$ cat src/rtl/segx_pkg.sv
// ----------------------------------------------------------------------------
// segx_pkg
// Shared constants for the segment intersection pipeline.
// ----------------------------------------------------------------------------
package segx_pkg;

    localparam int COORD_BITS_DEF = 16;  // coordinate width taken from each field
    localparam int FRAC_BITS_DEF  = 16;  // fraction bits of t and of the point
    localparam int IN_W           = 16;  // width of one input coordinate port
    localparam int PT_W           = 32;  // width of one point coordinate port
    localparam int NUM_COORDS     = 8;

endpackage

$ cat src/rtl/segx_frac_div.sv
// ----------------------------------------------------------------------------
// segx_frac_div
// Pipelined restoring divider: floor(num * 2^FRAC_BITS / den) for
// num <= den, one quotient bit per stage, side data carried alongside.
// ----------------------------------------------------------------------------
module segx_frac_div
    import segx_pkg::*;
#(
    parameter int NUM_W     = 2 * COORD_BITS_DEF + 2,
    parameter int FRAC_BITS = FRAC_BITS_DEF,
    parameter int SIDE_W    = 8
)
(
    input  logic                 clk,
    input  logic                 rst_n,
    input  logic                 in_valid,
    input  logic [NUM_W-1:0]     num,
    input  logic [NUM_W-1:0]     den,
    input  logic [SIDE_W-1:0]    side_in,
    output logic                 out_valid,
    output logic [FRAC_BITS:0]   quo,
    output logic [SIDE_W-1:0]    side_out
);

    localparam int STAGES = FRAC_BITS + 1;

    logic                 valid_reg [0:STAGES-1];
    logic [NUM_W-1:0]     rem_reg   [0:STAGES-1];
    logic [NUM_W-1:0]     den_reg   [0:STAGES-1];
    logic [STAGES-1:0]    quo_reg   [0:STAGES-1];
    logic [SIDE_W-1:0]    side_reg  [0:STAGES-1];

    logic [NUM_W:0]       base      [0:STAGES-1];
    logic [NUM_W:0]       trial     [0:STAGES-1];
    logic [NUM_W-1:0]     den_cur   [0:STAGES-1];
    logic [STAGES-1:0]    quo_base  [0:STAGES-1];
    logic [SIDE_W-1:0]    side_cur  [0:STAGES-1];
    logic                 valid_cur [0:STAGES-1];
    logic                 ge        [0:STAGES-1];
    logic [NUM_W-1:0]     rem_next  [0:STAGES-1];
    logic [STAGES-1:0]    quo_next  [0:STAGES-1];

    // first stage yields the integer bit, the rest one fraction bit each
    always_comb
    begin
        for (int k = 0; k < STAGES; k++)
        begin
            if (k == 0)
            begin
                base[k]      = {1'b0, num};
                den_cur[k]   = den;
                quo_base[k]  = '0;
                side_cur[k]  = side_in;
                valid_cur[k] = in_valid;
            end
            else
            begin
                base[k]      = {rem_reg[k-1], 1'b0};
                den_cur[k]   = den_reg[k-1];
                quo_base[k]  = quo_reg[k-1];
                side_cur[k]  = side_reg[k-1];
                valid_cur[k] = valid_reg[k-1];
            end
            trial[k]    = base[k] - {1'b0, den_cur[k]};
            ge[k]       = !trial[k][NUM_W];
            rem_next[k] = ge[k] ? trial[k][NUM_W-1:0] : base[k][NUM_W-1:0];
            quo_next[k] = {quo_base[k][STAGES-2:0], ge[k]};
        end
    end

    always_ff @(posedge clk or negedge rst_n)
    begin
        if (!rst_n)
        begin
            for (int k = 0; k < STAGES; k++)
            begin
                valid_reg[k] <= 1'b0;
            end
        end
        else
        begin
            for (int k = 0; k < STAGES; k++)
            begin
                valid_reg[k] <= valid_cur[k];
            end
        end
    end

    always_ff @(posedge clk)
    begin
        for (int k = 0; k < STAGES; k++)
        begin
            rem_reg[k]  <= rem_next[k];
            den_reg[k]  <= den_cur[k];
            quo_reg[k]  <= quo_next[k];
            side_reg[k] <= side_cur[k];
        end
    end

    assign out_valid = valid_reg[STAGES-1];
    assign quo       = quo_reg[STAGES-1];
    assign side_out  = side_reg[STAGES-1];

endmodule

$ cat config.mk
export PLATFORM = sky130hd
export DESIGN_NAME = segx_frac_div
export DESIGN_NICKNAME = d
export VERILOG_FILES = /design/src/rtl/segx_pkg.sv /design/src/rtl/segx_frac_div.sv
export SDC_FILE = /design/constraint.sdc
export NUM_CORES = 2
export LEC_CHECK = 0
export BUFFER_PORTS_ARGS = -buffer_cell sky130_fd_sc_hd__buf_2
export CORE_MARGIN = 3
export CORE_UTILIZATION = 30
export CTS_CLUSTER_SIZE = 16
export DETAILED_ROUTE_END_ITERATION = 16
export PLACE_DENSITY = 0.42
export SYNTH_ARGS = -nofsm -noshare
export SYNTH_HDL_FRONTEND = slang
export SYNTH_SLANG_ARGS = --single-unit
$ cat constraint.sdc
create_clock -name clk -period 4.08 [get_ports clk]
set_clock_uncertainty 0.1 [all_clocks]
set_input_delay 0.204 -clock clk [delete_from_list [all_inputs] [get_ports clk]]
set_output_delay 0.204 -clock clk [all_outputs]
set_load 0.03 [all_outputs]
Word-level counts from Yosys, hierarchy flattened
Memories as Yosys holds them, arrays and structs flattened.
Cells that the tools add are included.
W data, S select, Z words.
{"block": "totals", "ff_bits": 17, "mem_bits_rw": 1581, "input_bits": 79, "output_inout_bits": 26, "elab_cells": 72, "mem_count": 4}
{"memory": "den_reg", "depth": 17, "word_bits": 34, "rd": 16, "rd_ports_with_merged_regs": 0, "wr": 17, "line": "segx_frac_div.sv:29", "text": "logic [NUM_W-1:0] den_reg [0:STAGES-1];"}
{"memory": "rem_reg", "depth": 17, "word_bits": 34, "rd": 16, "rd_ports_with_merged_regs": 0, "wr": 17, "line": "segx_frac_div.sv:28", "text": "logic [NUM_W-1:0] rem_reg [0:STAGES-1];"}
{"memory": "quo_reg", "depth": 17, "word_bits": 17, "rd": 17, "rd_ports_with_merged_regs": 0, "wr": 17, "line": "segx_frac_div.sv:30", "text": "logic [STAGES-1:0] quo_reg [0:STAGES-1];"}
{"memory": "side_reg", "depth": 17, "word_bits": 8, "rd": 17, "rd_ports_with_merged_regs": 0, "wr": 17, "line": "segx_frac_div.sv:31", "text": "logic [SIDE_W-1:0] side_reg [0:STAGES-1];"}
{"block": "op_classes", "n_addsub": 17, "n_mux": 17, "reduce_logical": 17}
{"op": "$mux W34", "n": 17}
{"op": "$sub A35 B34 Y35", "n": 16}
{"op": "$sub A34 B34 Y35", "n": 1}
{"op": "$logic_not A1 Y1", "n": 17}

Logic depth before layout (Yosys ltp)
An unclocked memory read counts as a cell.
{"block": "logic_depth", "depth_word": 3, "mapped_depth": 16, "depth_no_buf": 15}

Worst setup path before layout
Ideal clock, no wire load.
{"block": "synth_timing", "path_kind": "register -> register", "from": "mem rem_reg[0][34] (netlist bit)", "to": "mem rem_reg[0][70] (netlist bit)", "setup_time_ps": 121, "arrival_time_ps": 3275, "t_required_ps": 3859, "slack_ps": 584, "stages_incl_launch_ff": 14, "path_buffers": 1, "synth_period_minus_slack_ps": 3496, "path_cell_list": "dfxtp_1 -> inv_1 -> fa_1 -> nor2b_1 -> o21a_1 -> o21ai_1 -> a211oi_1 -> a211oi_1 -> o31a_1 -> o41ai_4 -> a21oi_1 -> xnor2_2 -> buf_2 -> mux2_2"}
{"element": "start: declaration", "line": "segx_frac_div.sv:28"}

==> report_table.html <==
<table>
<tr><th>Metric</th><th>Value</th></tr>
<tr><th colspan="2">Power and ir drop</th></tr>
<tr><td>Overall power consumption</td><td>between 70,000 and 80,000 µW</td></tr>
<tr><td>Total power divided by cell area</td><td>938 mW/mm²</td></tr>
<tr><td>Reported leakage power</td><td>0.0352 µW</td></tr>
<tr><td>IR drop worst, VDD</td><td>863 µV</td></tr>
<tr><th colspan="2">Hold path</th></tr>
<tr><td>Class of the most critical hold timing path</td><td>in2reg</td></tr>
<tr><td>Number of stages on the worst hold path</td><td>4</td></tr>
<tr><td>Worst-case hold path end point</td><td>rem_reg[0][26]</td></tr>
<tr><td>Critical hold path startpoint</td><td>num[26]</td></tr>
<tr><th colspan="2">Layout</th></tr>
<tr><td>Non-Filler Cell Area, Final</td><td>0.0764 mm²</td></tr>
<tr><td>Area growth from synthesis to layout</td><td>20.0%</td></tr>
<tr><td>Total area of multi-input combinational cells</td><td>0.0327 mm²</td></tr>
<tr><td>Final #Nets</td><td>roughly 7,700</td></tr>
<tr><td>Area taken by flip-flops and latches</td><td>0.0280 mm²</td></tr>
<tr><td>Share of final-layout standard cells stronger than drive strength 1</td><td>0.140</td></tr>
<tr><td>Final core utilization</td><td>0.363</td></tr>
<tr><td>Number of inserted filler cells in the final layout</td><td>21,040</td></tr>
<tr><td>Inserted Diodes</td><td>0</td></tr>
<tr><th colspan="2">GRT</th></tr>
<tr><td>Pin count of the biggest net entering global routing</td><td>69</td></tr>
<tr><td>Met1 capacity usage during global routing</td><td>0.137</td></tr>
<tr><td>Via count of the first global-routing pass</td><td>about 48,000</td></tr>
<tr><td>Overall track demand over capacity in global routing</td><td>0.128</td></tr>
<tr><td>Antenna violations before repair</td><td>0</td></tr>
<tr><td>Global-route met3 utilization</td><td>0.0226</td></tr>
<tr><td>Leftover overflow at the end of global routing</td><td>0</td></tr>
<tr><td>Routing layer with the top usage in global route</td><td>met2</td></tr>
<tr><td>Met2 Track Usage GR</td><td>0.240</td></tr>
<tr><td>Wire length of the first global-routing pass</td><td>~230,000 µm</td></tr>
<tr><th colspan="2">Critical path</th></tr>
<tr><td>Crit path max-delay cell type</td><td>sky130_fd_sc_hd__dlygate4sd3_1</td></tr>
<tr><td>Cell-by-cell trace of the critical path</td><td>dlygate4sd3_1 &gt; buf_2 &gt; inv_1 &gt; ha_1 &gt; inv_1 &gt; fa_1 &gt; a211oi_2 &gt; o21ai_0 &gt; a21oi_2 &gt; o211ai_1 &gt; a31oi_2 &gt; o31ai_1 &gt; a211oi_1 &gt; o21bai_1 &gt; a21oi_4 &gt; buf_12 &gt; buf_4 &gt; o21ai_0 &gt; dlygate4sd3_1</td></tr>
<tr><td>Number of buffer and inverter instances along the worst setup path</td><td>7</td></tr>
<tr><td>Required time of the critical path</td><td>4640 ps</td></tr>
<tr><td>Max incr delay on CP</td><td>560 ps</td></tr>
<tr><td>Critical Path Start</td><td>num[0]</td></tr>
<tr><td>Cells on worst reg2reg path</td><td>13</td></tr>
<tr><td>Largest fanout on the critical path</td><td>21</td></tr>
<tr><td>Critical path data arrival time</td><td>4460 ps</td></tr>
<tr><td>Worst r2r dst</td><td>rem_reg[0][267]</td></tr>
<tr><td>Critical register-to-register path startpoint</td><td>den_reg[0][205]</td></tr>
<tr><td>Delay-heaviest family, CP</td><td>compound AO/OA/AOI/OAI gates</td></tr>
<tr><td>Startpoint type of the worst setup path</td><td>input port</td></tr>
<tr><td>CP endpoint kind</td><td>flop</td></tr>
<tr><td>Slack of the worst reg-to-reg path</td><td>180 ps</td></tr>
<tr><td>Classification of the worst setup path</td><td>in2reg</td></tr>
<tr><th colspan="2">Drt</th></tr>
<tr><td>Routed wirelength normalized by instance count</td><td>14.0 µm</td></tr>
<tr><td>Total via count in the routed design</td><td>about 45,000</td></tr>
<tr><td>Number of detailed-routing iterations run before antenna repair</td><td>5</td></tr>
<tr><td>Post-detailed-route DRC marker count</td><td>0</td></tr>
<tr><td>Number of DRC violations after detailed-routing iteration 0</td><td>1,834</td></tr>
<tr><td>Via-per-instance ratio</td><td>4.55</td></tr>
<tr><td>Final antenna-violating net count</td><td>0</td></tr>
<tr><td>Final Routed Wirelength</td><td>between 100,000 and 150,000 µm</td></tr>
<tr><th colspan="2">Yosys</th></tr>
<tr><td>Synth Area in Adders</td><td>0.116</td></tr>
<tr><td>Area share of and/or/nand/nor cells after synthesis</td><td>0.0896</td></tr>
<tr><td>Yosys cell types</td><td>90</td></tr>
<tr><td>Share of the synthesized area in compound gates (AO/OA/AOI/OAI)</td><td>0.168</td></tr>
<tr><td>Sequential fraction of the synthesis area</td><td>0.440</td></tr>
<tr><td>Avg Synthesized Cell Area</td><td>9.77 µm²</td></tr>
<tr><td>Synth area leaders</td><td>sky130_fd_sc_hd__dfxtp_1, sky130_fd_sc_hd__ha_1, sky130_fd_sc_hd__mux2_2</td></tr>
<tr><td>Xor and xnor area share after synthesis</td><td>0.0674</td></tr>
<tr><td>Post-Synthesis Cells</td><td>6,515</td></tr>
<tr><td>Number of warnings issued by yosys</td><td>0</td></tr>
<tr><td>Largest family of logic cells by synthesized area</td><td>compound AO/OA/AOI/OAI gates</td></tr>
<tr><td>Multiplexer share of the synthesized area</td><td>0.0694</td></tr>
<tr><td>Leading area contributor after synthesis</td><td>sky130_fd_sc_hd__dfxtp_1</td></tr>
<tr><td>Cell area after synthesis</td><td>0.0636 mm²</td></tr>
<tr><td>Number of synthesized flops with an enable pin</td><td>0</td></tr>
<tr><td>Leading cell type by number of instances after synthesis</td><td>sky130_fd_sc_hd__dfxtp_1</td></tr>
<tr><td>Number of synthesized register bits</td><td>1,394</td></tr>
<tr><td>Prevailing post-synth register cell</td><td>sky130_fd_sc_hd__dfxtp_1</td></tr>
<tr><td>Leading post-synthesis cells by instance count</td><td>sky130_fd_sc_hd__dfxtp_1, sky130_fd_sc_hd__inv_1, sky130_fd_sc_hd__ha_1, sky130_fd_sc_hd__a21oi_1, sky130_fd_sc_hd__nand2_1</td></tr>
<tr><td>Top-area cell type share of the netlist area</td><td>0.433</td></tr>
<tr><td>Synthesized netlist net count</td><td>7,172</td></tr>
<tr><td>Async set-reset flop share out of synthesis</td><td>0.0122</td></tr>
<tr><th colspan="2">Place</th></tr>
<tr><td>Estimated wirelength of the detail-placed design</td><td>108,000 µm</td></tr>
<tr><td>Last weighted congestion value of the routability-driven placer</td><td>0.864</td></tr>
<tr><td>Placement-stage cell area</td><td>about 0.069 mm²</td></tr>
<tr><td>Post-Place Setup Slack</td><td>-108 ps</td></tr>
<tr><td>Buffers added on ports</td><td>104</td></tr>
<tr><th colspan="2">STA</th></tr>
<tr><td>Shortest period the worst path allows</td><td>3900 ps</td></tr>
<tr><td>Hold Worst Slack</td><td>105 ps</td></tr>
<tr><td>Crit path setup slack, layout</td><td>180 ps</td></tr>
<tr><td>Highest clock frequency the design can meet</td><td>0.256 GHz</td></tr>
<tr><td>Final max-slew violation count</td><td>0</td></tr>
<tr><td>Final Hold Viols</td><td>0</td></tr>
<tr><td>Worst slew pin tran</td><td>between 900 and 1000 ps</td></tr>
<tr><td>Portion of the clock cycle consumed by the worst path in the final layout</td><td>0.956</td></tr>
<tr><td>Setup repair after global routing missed its margin</td><td>false</td></tr>
<tr><td>Relative slew slack</td><td>0.379</td></tr>
<tr><td>Final-report setup violation count</td><td>0</td></tr>
<tr><th colspan="2">Floorplanning</th></tr>
<tr><td>Die footprint</td><td>0.218 mm²</td></tr>
<tr><td>Ports placed on the boundary</td><td>105</td></tr>
<tr><td>Die H</td><td>~470 µm</td></tr>
<tr><td>Width of the die</td><td>467 µm</td></tr>
<tr><td>Placeable core region</td><td>0.210 mm²</td></tr>
<tr><td>Starting Density</td><td>0.303</td></tr>
<tr><td>Core Rows</td><td>between 150 and 200</td></tr>
<tr><th colspan="2">Run</th></tr>
<tr><td>Max capacitance violation total</td><td>0</td></tr>
<tr><th colspan="2">CTS</th></tr>
<tr><td>Clock tree from TritonCTS</td><td>yes</td></tr>
<tr><td>Worst-Skew Late Latency</td><td>780 ps</td></tr>
<tr><td>Max Buffers Root-to-Sink</td><td>3</td></tr>
<tr><td>CTS Sinks</td><td>1,394</td></tr>
<tr><td>Buffer cell driving the clock tree root</td><td>sky130_fd_sc_hd__clkbuf_16</td></tr>
<tr><td>Total number of H-tree levels</td><td>4</td></tr>
<tr><td>Cts bufs inserted</td><td>roughly 170</td></tr>
<tr><td>Clock-pin transition on the worst setup and hold timing paths</td><td>60 ps</td></tr>
<tr><th colspan="2">Status</th></tr>
<tr><td>Run status</td><td>completed</td></tr>
</table>
worst min-delay path, cell delays in order:
cell	delay [ps]
sky130_fd_sc_hd__dlygate4sd3_1	510
sky130_fd_sc_hd__buf_2	120
sky130_fd_sc_hd__nand2_1	40
sky130_fd_sc_hd__o21ai_0	60
layout by cell type (no fill, tap or decap), drive strengths merged, types with 17 or more instances in the layout:
| master | Yosys | routed |
|---|---|---|
| dfxtp | 1377 | 1377 |
| inv | 679 | 681 |
| ha | 562 | 562 |
| a21oi | 504 | 504 |
| nand2 | 377 | 377 |
| o21ai | 367 | 367 |
| mux2 | 359 | 359 |
| buf | 52 | 303 |
| xnor2 | 299 | 299 |
| nor2 | 283 | 283 |
| a21o | 281 | 281 |
| clkbuf | 89 | 259 |
| xor2 | 182 | 182 |
| dlygate4sd3 | 0 | 156 |
| nand3 | 107 | 107 |
| nor2b | 97 | 97 |
| o21a | 87 | 87 |
| o21bai | 75 | 75 |
| nand2b | 73 | 73 |
| nor3 | 56 | 56 |
| a31oi | 55 | 55 |
| nand4 | 49 | 49 |
| and3 | 49 | 49 |
| a211oi | 47 | 47 |
| o31ai | 38 | 38 |
| and2 | 31 | 31 |
| a21boi | 24 | 24 |
| o31a | 24 | 24 |
| clkinv | 0 | 20 |
| o211ai | 19 | 19 |
| mux2i | 17 | 17 |
| dfrtp | 17 | 17 |
logic make-up after synthesis:
logic type / after synthesis
compound gates: 1669
xor+xnor: 481
fa+ha+maj: 578
buf+inv: 820
flops: 1394
mux: 376
simple gates: 1197
layer usage:
layer / part of all wire / up-vias
met2: 0.51 / 601
met3: 0.031 / 362
met4: 0.043 / 0
met5: 0 / -
li1: - / 23538
met1: 0.42 / 20769
area by class of cell:
cell class,count,area share
Clock buffer,259,0.0682
Tap cell,2805,0.0460
Multi-Input combinational cell,4301,0.429
Sequential cell,1394,0.367
Timing Repair Buffer,459,0.0495
Inverter,679,0.0334
Clock inverter,45,0.00769
power by group:
group	leakage [µW]	switching (µW)	internal (µW)
combinational	0.0206	18200	18100
sequential	0.0118	2070	18000
clock	0.00282	5790	9450
through the flow:
stage | TNS, ps | instances
2_1_floorplan | 0 | 6515
5_1_grt | 0 | 9942
4_1_cts | 0 | 9942
3_3_place_gp | -1050 | 9482
6_report | 0 | 9942
3_5_place_dp | -1880 | 9482
worst max path at each step:
stage                                  to  slack [ps]  cells after the start
after global placement    rem_reg[0][483]         -70                     15
after detailed placement  rem_reg[0][488]        -110                     15
after floorplan            rem_reg[0][70]         580                     13
final                       rem_reg[0][2]         180                     19
after CTS                 rem_reg[0][173]           6                     15
after global routing      rem_reg[0][452]           2                     15
timing repair:
action | CTS | global route
gates resized for setup | 4 | 20
setup buffers | 0 | 0
setup endpoints to repair | 64 | 208
gates cloned | 0 | 0
pin swaps | 0 | 3
hold buffers | 156 | 0
hold endpoints to repair | 94 | 0
No activity file was read; power rests on OpenSTA's default activity.
